File: config.mk
export PLATFORM = sky130hd
export DESIGN_NAME = per_device_admission_queue_unit
export DESIGN_NICKNAME = d
export VERILOG_FILES = /design/src/rtl/core/pdaq_pkg.sv /design/src/rtl/core/pdaq_ram.sv /design/src/rtl/core/per_device_admission_queue_unit.sv
export VERILOG_INCLUDE_DIRS = /design/src /design/src/rtl/core
export SDC_FILE = /design/constraint.sdc
export NUM_CORES = 2
export LEC_CHECK = 0
export BUFFER_PORTS_ARGS = -buffer_cell sky130_fd_sc_hd__buf_4
export CAP_MARGIN = 25
export CORE_MARGIN = 2
export CORE_UTILIZATION = 35
export DETAILED_ROUTE_END_ITERATION = 6
export SLEW_MARGIN = 15
export SYNTH_ARGS = -nofsm -noshare
export SYNTH_HDL_FRONTEND = slang
export SYNTH_SLANG_ARGS = --single-unit
File: constraint.sdc
create_clock -name clk -period 5.59 [get_ports clk]
set_input_delay 0.2795 -clock clk [delete_from_list [all_inputs] [get_ports clk]]
set_output_delay 0.2795 -clock clk [all_outputs]
set_load 0.02 [all_outputs]
File: src/rtl/core/assert_macros.svh
// Assertion macros shared by the RTL of the admission queue.
// No dependencies; take it in with an include of the bare file name.
`ifndef ASSERT_MACROS_SVH
`define ASSERT_MACROS_SVH

// Concurrent check on the rising edge of clk, off while arst_n is low.
`define ASSERT_CLK(label, prop, msg) \
	label: assert property (@(posedge clk) disable iff (!arst_n) prop) else $error(msg);

// Same check, kept on through reset.
`define ASSERT_ALWAYS(label, prop, msg) \
	label: assert property (@(posedge clk) prop) else $error(msg);

`endif

File: src/rtl/core/pdaq_pkg.sv
// Types and codes for the per-device admission queue.
// No dependencies.
`timescale 1ns / 1ps

package pdaq_pkg;

	typedef enum logic [2:0] {
		ST_IDLE,
		ST_RD,
		ST_CMP,
		ST_MISS,
		ST_EXEC,
		ST_WAKE,
		ST_DONE
	} state_t;

	typedef enum logic [1:0] {
		STAT_OK         = 2'd0,
		STAT_TABLE_FULL = 2'd1,
		STAT_QUEUE_FULL = 2'd2,
		STAT_NO_ACTIVE  = 2'd3
	} status_t;

	localparam logic KIND_REQUEST = 1'b0;
	localparam logic KIND_RELEASE = 1'b1;

	localparam int DEV_W   = 32;
	localparam int TAG_W   = 10;
	localparam int COUNT_W = 8;

endpackage

File: src/rtl/core/pdaq_ram.sv
// Generic simple dual-port RAM: one write port, one registered read port.
// No dependencies.
`timescale 1ns / 1ps

module pdaq_ram #(
	parameter int WIDTH = 8,
	parameter int DEPTH = 16,
	localparam int AW = (DEPTH > 1) ? $clog2(DEPTH) : 1
) (
	input  logic             clk,
	input  logic             we,
	input  logic [AW-1:0]    waddr,
	input  logic [WIDTH-1:0] wdata,
	input  logic [AW-1:0]    raddr,
	output logic [WIDTH-1:0] rdata
);

	logic [WIDTH-1:0] mem [DEPTH];
	logic [WIDTH-1:0] rdata_q;

	always_ff @(posedge clk) begin
		if (we) begin
			mem[waddr] <= wdata;
		end
		rdata_q <= mem[raddr];
	end

	assign rdata = rdata_q;

endmodule

File: src/rtl/core/per_device_admission_queue_unit.sv
// Top level of the per-device admission queue: device table scan, semaphore
// counts and per-device waiter FIFOs. Uses pdaq_pkg, pdaq_ram, assert_macros.svh.
//
//   channel  direction  handshake            payload
//   in       to block   in_valid / in_stall   kind, device_id, requester_tag
//   out      from block out_valid / out_stall granted, wake_valid, wake_tag, status
//   cfg      to block   cfg_valid / cfg_ready cfg_data (job limit)
//
// An item is accepted in idle and is finished when its result moves into the output
// register; no new item is taken until the sequencer has returned to idle.
// The device table is walked one entry at a time through a single id comparator,
// a valid entry taking a registered RAM read and then a compare, a free one only
// the read. A wake adds the ST_WAKE state for the waiter RAM read. arst_n clears the
// valid bits, the sequencer and the job limit (to 1); no clearing pass is run.
// in_stall is high from acceptance until the result moves into the output register.
`timescale 1ns / 1ps
`include "assert_macros.svh"

module per_device_admission_queue_unit #(
	parameter int DEVICES = 8,
	parameter int WAITERS = 16
) (
	input  logic                          clk,
	input  logic                          arst_n,
	input  logic                          in_valid,
	output logic                          in_stall,
	input  logic                          kind,
	input  logic [pdaq_pkg::DEV_W-1:0]    device_id,
	input  logic [pdaq_pkg::TAG_W-1:0]    requester_tag,
	output logic                          out_valid,
	input  logic                          out_stall,
	output logic                          granted,
	output logic                          wake_valid,
	output logic [pdaq_pkg::TAG_W-1:0]    wake_tag,
	output logic [1:0]                    status,
	input  logic                          cfg_valid,
	output logic                          cfg_ready,
	input  logic [pdaq_pkg::COUNT_W-1:0]  cfg_data
);

	localparam int IW  = (DEVICES > 1) ? $clog2(DEVICES) : 1;
	localparam int PW  = $clog2(WAITERS);
	localparam int FW  = $clog2(WAITERS + 1);
	localparam int WAW = $clog2(DEVICES * WAITERS);
	localparam int EW  = pdaq_pkg::DEV_W + pdaq_pkg::COUNT_W + 2 * PW + FW;
	localparam logic [IW-1:0] LAST_IDX  = IW'(DEVICES - 1);
	localparam logic [PW-1:0] LAST_POS  = PW'(WAITERS - 1);
	localparam logic [FW-1:0] FILL_FULL = FW'(WAITERS);

	typedef struct packed {
		logic [pdaq_pkg::DEV_W-1:0]   dev;
		logic [pdaq_pkg::COUNT_W-1:0] cnt;
		logic [PW-1:0]                head;
		logic [PW-1:0]                tail;
		logic [FW-1:0]                fill;
	} entry_t;

	pdaq_pkg::state_t  state_q, state_d;

	logic [DEVICES-1:0]               valid_q;
	logic [pdaq_pkg::COUNT_W-1:0]     job_limit_q;
	logic                             out_valid_q;

	logic                             kind_q;
	logic [pdaq_pkg::DEV_W-1:0]       dev_q;
	logic [pdaq_pkg::TAG_W-1:0]       tag_q;
	logic [IW-1:0]                    idx_q;
	logic [IW-1:0]                    eidx_q;
	logic                             free_found_q;
	logic [IW-1:0]                    free_idx_q;
	entry_t                           ent_q;

	logic                             res_granted_q, res_wake_q;
	logic [pdaq_pkg::TAG_W-1:0]       res_tag_q;
	pdaq_pkg::status_t                res_status_q;
	logic                             granted_q, wake_valid_q;
	logic [pdaq_pkg::TAG_W-1:0]       wake_tag_q;
	pdaq_pkg::status_t                status_q;

	logic                             ent_we;
	entry_t                           ent_wdata, ent_rdata;
	logic [EW-1:0]                    ent_rdata_raw;
	logic                             wt_we;
	logic [WAW-1:0]                   wt_base, wt_waddr, wt_raddr;
	logic [pdaq_pkg::TAG_W-1:0]       wt_rdata;

	logic                             in_acc, out_acc, cfg_acc, out_load;
	logic                             dev_match;
	logic [pdaq_pkg::COUNT_W-1:0]     cnt_dec;

	function automatic logic [PW-1:0] next_pos(input logic [PW-1:0] p);
		next_pos = (p == LAST_POS) ? '0 : p + PW'(1);
	endfunction

	assign in_acc    = in_valid && !in_stall;
	assign out_acc   = out_valid_q && !out_stall;
	assign cfg_acc   = cfg_valid && cfg_ready;
	assign in_stall  = (state_q != pdaq_pkg::ST_IDLE);
	assign cfg_ready = (state_q == pdaq_pkg::ST_IDLE);
	assign out_load  = (state_q == pdaq_pkg::ST_DONE) && (!out_valid_q || !out_stall);

	assign ent_rdata = entry_t'(ent_rdata_raw);
	assign dev_match = (ent_rdata.dev == dev_q);
	assign cnt_dec   = ent_q.cnt - pdaq_pkg::COUNT_W'(1);
	assign wt_base   = WAW'(WAITERS) * WAW'(eidx_q);

	pdaq_ram #(.WIDTH(EW), .DEPTH(DEVICES)) u_entry_ram (
		.clk   (clk),
		.we    (ent_we),
		.waddr (eidx_q),
		.wdata (ent_wdata),
		.raddr (idx_q),
		.rdata (ent_rdata_raw)
	);

	pdaq_ram #(.WIDTH(pdaq_pkg::TAG_W), .DEPTH(DEVICES * WAITERS)) u_waiter_ram (
		.clk   (clk),
		.we    (wt_we),
		.waddr (wt_waddr),
		.wdata (tag_q),
		.raddr (wt_raddr),
		.rdata (wt_rdata)
	);

	always_ff @(posedge clk or negedge arst_n) begin
		if (!arst_n) begin
			state_q <= pdaq_pkg::ST_IDLE;
		end else begin
			state_q <= state_d;
		end
	end

	// sequencer: next state and the datapath strobes
	always_comb begin
		state_d   = state_q;
		ent_we    = 1'b0;
		ent_wdata = ent_q;
		wt_we     = 1'b0;
		wt_waddr  = wt_base + WAW'(ent_q.tail);
		wt_raddr  = wt_base + WAW'(ent_q.head);
		case (state_q)
			pdaq_pkg::ST_IDLE: begin
				if (in_acc) begin
					state_d = pdaq_pkg::ST_RD;
				end
			end
			pdaq_pkg::ST_RD: begin
				if (valid_q[idx_q]) begin
					state_d = pdaq_pkg::ST_CMP;
				end else if (idx_q == LAST_IDX) begin
					state_d = pdaq_pkg::ST_MISS;
				end
			end
			pdaq_pkg::ST_CMP: begin
				if (dev_match) begin
					state_d = pdaq_pkg::ST_EXEC;
				end else if (idx_q == LAST_IDX) begin
					state_d = pdaq_pkg::ST_MISS;
				end else begin
					state_d = pdaq_pkg::ST_RD;
				end
			end
			pdaq_pkg::ST_MISS: begin
				if (kind_q == pdaq_pkg::KIND_REQUEST && free_found_q) begin
					state_d = pdaq_pkg::ST_EXEC;
				end else begin
					state_d = pdaq_pkg::ST_DONE;
				end
			end
			pdaq_pkg::ST_EXEC: begin
				state_d = pdaq_pkg::ST_DONE;
				if (kind_q == pdaq_pkg::KIND_REQUEST) begin
					if (ent_q.cnt < job_limit_q) begin
						ent_we        = 1'b1;
						ent_wdata.cnt = ent_q.cnt + pdaq_pkg::COUNT_W'(1);
					end else if (ent_q.fill < FILL_FULL) begin
						ent_we         = 1'b1;
						wt_we          = 1'b1;
						ent_wdata.tail = next_pos(ent_q.tail);
						ent_wdata.fill = ent_q.fill + FW'(1);
					end
				end else if (ent_q.cnt != '0) begin
					ent_we        = 1'b1;
					ent_wdata.cnt = cnt_dec;
					if (cnt_dec < job_limit_q && ent_q.fill != '0) begin
						ent_wdata.head = next_pos(ent_q.head);
						ent_wdata.fill = ent_q.fill - FW'(1);
						state_d        = pdaq_pkg::ST_WAKE;
					end
				end
			end
			pdaq_pkg::ST_WAKE: begin
				state_d = pdaq_pkg::ST_DONE;
			end
			pdaq_pkg::ST_DONE: begin
				if (out_load) begin
					state_d = pdaq_pkg::ST_IDLE;
				end
			end
			default: begin
				state_d = pdaq_pkg::ST_IDLE;
			end
		endcase
	end

	always_ff @(posedge clk or negedge arst_n) begin
		if (!arst_n) begin
			valid_q     <= '0;
			job_limit_q <= pdaq_pkg::COUNT_W'(1);
			out_valid_q <= 1'b0;
		end else begin
			if (cfg_acc) begin
				job_limit_q <= cfg_data;
			end
			if (ent_we) begin
				valid_q[eidx_q] <= 1'b1;
			end
			if (out_load) begin
				out_valid_q <= 1'b1;
			end else if (out_acc) begin
				out_valid_q <= 1'b0;
			end
		end
	end

	always_ff @(posedge clk) begin
		case (state_q)
			pdaq_pkg::ST_IDLE: begin
				kind_q        <= kind;
				dev_q         <= device_id;
				tag_q         <= requester_tag;
				idx_q         <= '0;
				free_found_q  <= 1'b0;
				res_granted_q <= 1'b0;
				res_wake_q    <= 1'b0;
				res_tag_q     <= '0;
				res_status_q  <= pdaq_pkg::STAT_OK;
			end
			pdaq_pkg::ST_RD: begin
				if (!valid_q[idx_q]) begin
					if (!free_found_q) begin
						free_found_q <= 1'b1;
						free_idx_q   <= idx_q;
					end
					if (idx_q != LAST_IDX) begin
						idx_q <= idx_q + IW'(1);
					end
				end
			end
			pdaq_pkg::ST_CMP: begin
				if (dev_match) begin
					ent_q  <= ent_rdata;
					eidx_q <= idx_q;
				end else if (idx_q != LAST_IDX) begin
					idx_q <= idx_q + IW'(1);
				end
			end
			pdaq_pkg::ST_MISS: begin
				eidx_q <= free_idx_q;
				ent_q  <= '{dev: dev_q, cnt: '0, head: '0, tail: '0, fill: '0};
				if (kind_q == pdaq_pkg::KIND_RELEASE) begin
					res_status_q <= free_found_q ? pdaq_pkg::STAT_NO_ACTIVE
					                             : pdaq_pkg::STAT_TABLE_FULL;
				end else if (!free_found_q) begin
					res_granted_q <= 1'b1;
					res_status_q  <= pdaq_pkg::STAT_TABLE_FULL;
				end
			end
			pdaq_pkg::ST_EXEC: begin
				if (kind_q == pdaq_pkg::KIND_REQUEST) begin
					if (ent_q.cnt < job_limit_q) begin
						res_granted_q <= 1'b1;
					end else if (ent_q.fill >= FILL_FULL) begin
						res_status_q <= pdaq_pkg::STAT_QUEUE_FULL;
					end
				end else if (ent_q.cnt == '0) begin
					res_status_q <= pdaq_pkg::STAT_NO_ACTIVE;
				end
			end
			pdaq_pkg::ST_WAKE: begin
				res_wake_q <= 1'b1;
				res_tag_q  <= wt_rdata;
			end
			pdaq_pkg::ST_DONE: begin
				if (out_load) begin
					granted_q    <= res_granted_q;
					wake_valid_q <= res_wake_q;
					wake_tag_q   <= res_tag_q;
					status_q     <= res_status_q;
				end
			end
			default: begin
			end
		endcase
	end

	assign out_valid  = out_valid_q;
	assign granted    = granted_q;
	assign wake_valid = wake_valid_q;
	assign wake_tag   = wake_tag_q;
	assign status     = status_q;

	`ASSERT_CLK(a_accept_busy, in_acc |=> in_stall, "accepted item did not start a lookup")
	`ASSERT_CLK(a_wake_after_exec, state_q == pdaq_pkg::ST_WAKE |-> $past(state_q) == pdaq_pkg::ST_EXEC, "wake read without a release")
	`ASSERT_CLK(a_fill_bound, ent_we |-> ent_wdata.fill <= FILL_FULL, "waiter fill beyond queue depth")
	`ASSERT_CLK(a_out_from_done, $rose(out_valid) |-> $past(state_q) == pdaq_pkg::ST_DONE, "result shown before the item finished")

endmodule
## Word-level counts from Yosys, hierarchy flattened

Memory sizes are Yosys's and may differ from the RTL's. A register that Yosys moved wholly into a read port is not among the register bits.
Index checks and enable logic that the tools add are counted.

| storage, ports and cells | value |
|---|---|
| flip-flop bits (word level) | 154 |
| bits in latches | 0 |
| bits in writable memories | 1704 |
| memory bits (read-only) | 0 |
| output and inout port bits | 17 |
| logic and storage cells | 169 |
| memories kept | 2 |

Memory list:

| name | words | bits a word | read ports | clocked after memory_dff | wr ports | RTL line | text |
|---|---|---|---|---|---|---|---|
| u_waiter_ram.mem | 128 | 10 | 1 | 1 | 1 | pdaq_ram.sv:18 | `logic [WIDTH-1:0] mem [DEPTH];` |
| u_entry_ram.mem | 8 | 53 | 1 | 1 | 1 | pdaq_ram.sv:18 |  |

| operators by class | value |
|---|---|
| add/sub/neg operators | 9 |
| $mul | 0 |
| div/mod/pow operators | 0 |
| order comparisons | 7 |
| equal/unequal tests | 25 |
| shift operators | 0 |
| multiplexer cells | 68 |
| bitwise gates (word level) | 4 |
| reduce and logical (&&, ||, !) cells | 30 |

Operators with widths:

| cell | count |
|---|---|
| 53-bit one-hot mux with 2 select lines | 1 |
| 53-bit 2-to-1 mux | 1 |
| 32-bit == test | 1 |
| 3-bit 2-to-1 mux | 9 |
| 2-bit 2-to-1 mux | 12 |
| 1-bit 2-to-1 mux | 21 |
| 21-bit 2-to-1 mux | 1 |
| 3-bit one-hot mux with 7 select lines | 1 |
| 4-bit 2-to-1 mux | 5 |
| 10-bit one-hot mux with 2 select lines | 1 |
| 9-bit 2-to-1 mux | 2 |
| 3-bit != test (second input constant) | 6 |
| 8-bit < comparator | 2 |
| 8-bit 2-to-1 mux | 2 |
| 2-bit != test (second input constant) | 8 |
| 5-bit 2-to-1 mux | 3 |
| 7-bit by 4-bit adder with 7-bit output | 2 |
| 3-bit == test (second input constant) | 4 |
| 12-bit 2-to-1 mux | 1 |
| 5-bit AND reduction | 2 |
| 3-bit one-hot mux with 3 select lines | 1 |
| 3-bit AND reduction | 3 |
| 3-bit nonzero test | 3 |
| 4-bit by 1-bit adder with 4-bit output (second input constant) | 2 |
| other kinds (30) | 49 |

## Logic depth before layout (Yosys ltp)

| logic depth | value |
|---|---|
| depth after elaboration | 7 |
| gate-level depth with buffers | 13 |
| gate-level depth less buffers | 12 |

## By module

A second synthesis with hierarchy kept.

| second synthesis, totals | value |
|---|---|
| cell total of the unflattened synthesis | 3310 |
| area, all modules | 73787.0 µm² |

Modules (own cells, without submodules):

| module | instances | cells each | area an instance (µm²) | sequential area each (µm²) |
|---|---|---|---|---|
| pdaq_ram at u_waiter_ram | 1 | 1998 | 49354.8 | 38637.1 |
| pdaq_ram at u_entry_ram | 1 | 679 | 17051.4 | 13793.2 |
| per_device_admission_queue_unit | 1 | 633 | 7380.8 | 4525.6 |

## Least setup slack after synthesis

Ideal clock, no wire load.

| timing | value |
|---|---|
| path type | register to register |
| start point | reg ent_q[20] in the netlist's numbering |
| end point | mem u_entry_ram.mem[0][0] in the netlist's numbering, enable pin |
| setup time | 0.495 ns |
| arrival | 4.585 ns |
| data required time | 5.095 ns |
| setup slack | 0.510 ns |
| stages on the path, launching flop included | 9 |
| buffers on the path | 1 |
| path through | edfxtp_1 -> ha_1 -> nand2_1 -> nor2_1 -> a211oi_1 -> o21a_1 -> buf_2 -> o21ai_4 -> nor4_2 |

| on the way | value |
|---|---|
| longest elaborated chain between the ends | 6 |

RTL lines:

| item | RTL line | text |
|---|---|---|
| start: declaration | per_device_admission_queue_unit.sv:71 | `entry_t ent_q;` |
| start signal: assignment | per_device_admission_queue_unit.sv:252 | `ent_q <= ent_rdata;` |
| start signal: assignment | per_device_admission_queue_unit.sv:260 | `ent_q <= '{dev: dev_q, cnt: '0, head: '0, tail: '0, fill: '0};` |
| 8-bit < comparator or 8-bit nonzero test (tied branches) | per_device_admission_queue_unit.sv:173, per_device_admission_queue_unit.sv:182 |  |
| 1-bit 2-to-1 mux (on tied branches) | per_device_admission_queue_unit.sv:173, per_device_admission_queue_unit.sv:182 |  |
| 1-bit 2-to-1 mux * | per_device_admission_queue_unit.sv:172 | `if (kind_q == pdaq_pkg::KIND_REQUEST) begin` |
| 1-bit 2-to-1 mux * | per_device_admission_queue_unit.sv:141 | `case (state_q)` |
| 1-bit 2-to-1 mux * | pdaq_ram.sv:22 | `if (we) begin` |
| 1-bit 2-to-1 mux (not written as such) * | pdaq_ram.sv:23 | `mem[waddr] <= wdata;` |
| end: declaration | pdaq_ram.sv:18 |  |

Mark *: on every way between the ends. The rest lies on a longest branch, timed or not.

## Worst setup path after layout

| timing | value |
|---|---|
| start point | reg ent_q[15] in the netlist's numbering |
| end point | mem u_waiter_ram.mem[115][2] in the netlist's numbering, enable pin |

| on the way | value |
|---|---|
| longest elaborated chain between the ends | 6 |

RTL lines:

| item | RTL line | text |
|---|---|---|
| 8-bit < comparator | per_device_admission_queue_unit.sv:173 | `if (ent_q.cnt < job_limit_q) begin` |
| 1-bit 2-to-1 mux | per_device_admission_queue_unit.sv:173 |  |
| 1-bit 2-to-1 mux | per_device_admission_queue_unit.sv:172 |  |
| 1-bit 2-to-1 mux | per_device_admission_queue_unit.sv:141 |  |
| 1-bit 2-to-1 mux | pdaq_ram.sv:22 |  |
| 1-bit 2-to-1 mux (not written as such) | pdaq_ram.sv:23 |  |
| end: declaration | pdaq_ram.sv:18 |  |

Every way passes these cells.

==> results.rst <==
.. list-table::
   :header-rows: 1

   * - Metric
     - Value
   * - Post-synthesis instance total
     - 3621
   * - Clock insertion delay at the later pin of the skew report
     - 0.83 ns
   * - Total number of placement rows
     - 168
   * - Starting utilization of the core area
     - 0.353
   * - # clock sinks
     - slightly below 2000
   * - Post-placement cell area
     - ~80000 um^2
   * - Ant. Diodes
     - 0
   * - Remaining routing DRC violations
     - 0
   * - Max clock buf depth
     - 3
   * - Total Negative Setup Slacks
     - 0 ns
   * - Crit path time final
     - about 4.1 ns
   * - Relative area change from synthesis to final layout
     - 15.3%
   * - Count of input and output buffers
     - 72
   * - Outcome
     - finished, final reports clean
   * - FF-to-FF End
     - u_waiter_ram.mem[115][2]
   * - TritonCTS Buffers
     - 187
   * - Hold path startpoint
     - cfg_valid
   * - Worst setup EP type
     - register
   * - Net count after synthesis
     - 3699
   * - Core area
     - about 210000 um^2
   * - Cell at the slowest stage of the critical path
     - sky130_fd_sc_hd__nor2_1
   * - Most frequent standard cell in the layout excluding fill and tap cells
     - sky130_fd_sc_hd__edfxtp_1
   * - Flip-flop and latch count after synthesis
     - 1921
   * - Maximum number of pins on one net before global-route repair
     - 129
   * - Total track usage
     - 0.161
   * - Post-synth cell types
     - 72
   * - R2r worst-path depth
     - 9
   * - Hold/Removal Path Class
     - in -> reg
   * - Leakage power total
     - 0.0274 uW
   * - Filler Cells Inserted
     - 18500
   * - Worst Skew
     - 0.0697 ns
   * - Reg2Reg Setup Slack
     - 1.50 ns
   * - Delay contributed by the slowest stage of the critical path
     - 0.71 ns
   * - Number of global-route vias before repair
     - 35900
   * - Number of pins exceeding their max-slew limit in the final report
     - 0
   * - Arrival time worst endpoint
     - 4.50 ns
   * - Detail Placement HPWL
     - 103 mm
   * - H-Tree Level Count
     - 4
   * - Via count
     - 36300
   * - Async S/R FF share, synth
     - 0.0104
   * - Final setup violation count
     - 0
   * - Cell area after synthesis
     - 74200 um^2
   * - Max-cap violations
     - 0
   * - CTS tree
     - done
   * - Hold endpoint
     - job_limit_q[6]
   * - Via-per-instance ratio
     - 5.28
   * - Number of iterations in the first detailed-routing pass
     - 5
   * - Total power density per cell area
     - 464 nW/um^2
   * - Number of primary I/O pins
     - 73
   * - Measured slew at the worst slew-check pin
     - 1.09 ns
   * - Share of post-route cells with drive strength above 1
     - 0.242
   * - Global-route congestion overflow total
     - 0
   * - Maximum operating frequency
     - 244 MHz
   * - Critical path launch point type
     - register
   * - Setup slack at placement
     - 1.55 ns
   * - Clock-pin slew on the worst setup and hold paths
     - 0.06 ns
   * - Crit-path max FO
     - 11
   * - Maximum ir drop on the vdd rail
     - 0.000424 V
   * - First-pass GRT wire length
     - 257 mm
   * - Antenna violations before repair
     - 9
   * - Number of cells on the worst hold path
     - 4
   * - Clock tree root driver cell
     - sky130_fd_sc_hd__clkbuf_16
   * - Count of final hold-check violations
     - 0
   * - WL final
     - 177 mm
   * - Slew Limit Headroom
     - 0.272
   * - Mean Syn Cell Area
     - 20.5 um^2
   * - Min setup slack post-route
     - about 1.5 ns
   * - Avg WL per Cell
     - 25.8 um
   * - Cell Count, Final, Fillers Out
     - 6879
   * - Tcrit/Tclk final
     - 0.732
   * - Post-CTS Repair Setup Buffers
     - 0
   * - Total die area
     - 216000 um^2
   * - Top flip-flop cell by instance count after synthesis
     - sky130_fd_sc_hd__edfxtp_1
   * - Number of nets at the end of the flow
     - ~4000
   * - EDFF count, synth
     - 1838
   * - Crit path kind
     - reg -> reg
   * - Reg2Reg Launch Point
     - ent_q[15]
   * - Vertical die dimension
     - around 460 um
   * - Synth Warn #
     - 0
   * - Routability-driven placement congestion ratio
     - 0.898
   * - Critical Path RT
     - roughly 6 ns
   * - Worst path cell trace
     - ha_1, o21a_1, a21oi_1, o21a_1, buf_4, nor4_2, nand3_1, buf_4, nor2_1
   * - RSZ-0062 raised after global routing
     - no
   * - Width of the die
     - 464 um
   * - DRC violation total after the first TritonRoute iteration
     - around 3900
   * - Share of the yosys chip area belonging to registers
     - 0.768
   * - Count of placed standard cells including taps
     - 6427
   * - Number of nets with antenna violations after detailed routing
     - 0
   * - Final std cell area, no fill
     - approximately 86000 um^2
   * - Most frequent cells in the layout
     - sky130_fd_sc_hd__edfxtp_1, sky130_fd_sc_hd__mux4_2, sky130_fd_sc_hd__mux2i_1
sequential cells by signal (all words and copies together), names as in the netlist, 8 cells and up:
name and flops:
job_limit_q 8, u_waiter_ram.mem 1280, u_waiter_ram.rdata 10, dev_q 32, valid_q 8, res_tag_q 10, u_entry_ram.rdata 53, tag_q 10
u_entry_ram.mem 424, ent_q 53, wake_tag 10
layout make-up:
class	instances	area, um^2	share of cell area
sequential	1921	57000	0.666
multi-input combinational	1500	16400	0.192
clock buffer	255	5100	0.0596
tap	2805	3510	0.0410
timing repair buffer	285	2540	0.0297
clock inverter	94	906	0.0106
inverter	19	78.8	0.000922
report_power, final:
| group | total, uW | internal [uW] | switching (uW) | leakage, uW |
|---|---|---|---|---|
| Clock | 12300 | 6940 | 5400 | 0.00293 |
| Combinational | 9000 | 3520 | 5470 | 0.00714 |
| Sequential | 18300 | 17700 | 622 | 0.0173 |
| Total | 39700 | 28200 | 11500 | 0.0274 |
repair_timing:
item	in CTS	in global routing
resized for setup	0	0
endpoints found under the hold margin	78	0
hold buffers	56	0
metrics by stage:
| step | total power (uW) | hold WS, ns | utilization |
|---|---|---|---|
| floorplan | 24400 | -0.0161 | - |
| CTS | 40000 | 0.0293 | 0.405 |
| finish | 39700 | 0.0892 | 0.407 |
| detailed placement | 27700 | 0.199 | 0.374 |
| global placement | 27500 | 0.199 | 0.373 |
| global route | 41200 | 0.123 | 0.407 |
routing by layer:
| metal | GRT usage | wire [um] | vias to the layer above |
|---|---|---|---|
| met5 | 0 | 55 | - |
| li1 | - | - | 15500 |
| met3 | 0.0313 | 12000 | 295 |
| met2 | 0.248 | 81500 | 1321 |
| met1 | 0.231 | 78300 | 19200 |
| met4 | 0.0517 | 5390 | 8 |
cells in the mapped netlist, types with 3 or more instances:
cell type	count	area, um^2
sky130_fd_sc_hd__dfrtp_1	19	475
sky130_fd_sc_hd__mux2i_1	236	2360
sky130_fd_sc_hd__nand2_1	120	450
sky130_fd_sc_hd__nor4_1	27	169
sky130_fd_sc_hd__mux2_2	109	1230
sky130_fd_sc_hd__a221oi_1	3	26.3
sky130_fd_sc_hd__or2_1	8	50.1
sky130_fd_sc_hd__ha_1	22	275
sky130_fd_sc_hd__a21oi_1	48	240
sky130_fd_sc_hd__a2111oi_0	5	43.8
sky130_fd_sc_hd__o32ai_1	18	158
sky130_fd_sc_hd__buf_4	8	60.1
sky130_fd_sc_hd__a22oi_1	6	45.0
sky130_fd_sc_hd__dfxtp_1	63	1260
sky130_fd_sc_hd__and2_1	26	163
sky130_fd_sc_hd__buf_2	52	260
sky130_fd_sc_hd__nand3_1	21	105
sky130_fd_sc_hd__o211ai_1	22	165
sky130_fd_sc_hd__xor2_1	38	333
sky130_fd_sc_hd__a211oi_1	16	120
sky130_fd_sc_hd__a22o_1	3	26.3
sky130_fd_sc_hd__buf_1	32	120
sky130_fd_sc_hd__a31oi_1	7	43.8
sky130_fd_sc_hd__inv_1	18	67.6
sky130_fd_sc_hd__nor3b_2	3	37.5
sky130_fd_sc_hd__nor3_1	17	85.1
sky130_fd_sc_hd__clkbuf_1	86	323
sky130_fd_sc_hd__nor2_2	4	25.0
sky130_fd_sc_hd__nand2b_1	3	18.8
sky130_fd_sc_hd__o21ai_0	66	330
sky130_fd_sc_hd__o221ai_1	3	26.3
sky130_fd_sc_hd__nor2b_1	20	125
sky130_fd_sc_hd__nor2_1	162	608
sky130_fd_sc_hd__and3_1	12	75.1
sky130_fd_sc_hd__nand4_1	8	50.1
sky130_fd_sc_hd__o22ai_1	58	363
sky130_fd_sc_hd__xnor2_1	7	61.3
sky130_fd_sc_hd__mux4_2	362	8150
sky130_fd_sc_hd__edfxtp_1	1838	55200
cell families after synthesis:
kind of cell    synth area share
flops                      0.768
mux                        0.158
xor+xnor                 0.00531
buf+inv                   0.0116
fa+ha+maj                0.00371
simple gates              0.0293
compound gates            0.0239
how the worst max path moves through the flow:
stage | start | endpoint | slack, ns | depth (start not counted)
global placement | ent_q[9] | u_waiter_ram.rdata[6] | 1.25 | 8
global route | ent_q[15] | u_waiter_ram.mem[115][2] | 1.35 | 9
CTS | ent_q[15] | u_waiter_ram.mem[115][2] | 1.49 | 9
finish | ent_q[15] | u_waiter_ram.mem[115][2] | 1.50 | 9
detailed placement | ent_q[15] | u_waiter_ram.mem[67][7] | 1.55 | 9
floorplan | ent_q[20] | u_entry_ram.mem[0][0] | 0.51 | 8
critical path: cells and delay by family (launching register included):
family / cells / cell delay (ns)
AO/OA/AOI/OAI: 3 / 0.41
adder cells (fa/ha/maj): 1 / 0.35
buffers and inverters: 2 / 0.68
flip-flops: 1 / 0.54
AND/OR/NAND/NOR: 3 / 1.69
Power figures use the tool's default switching activity.
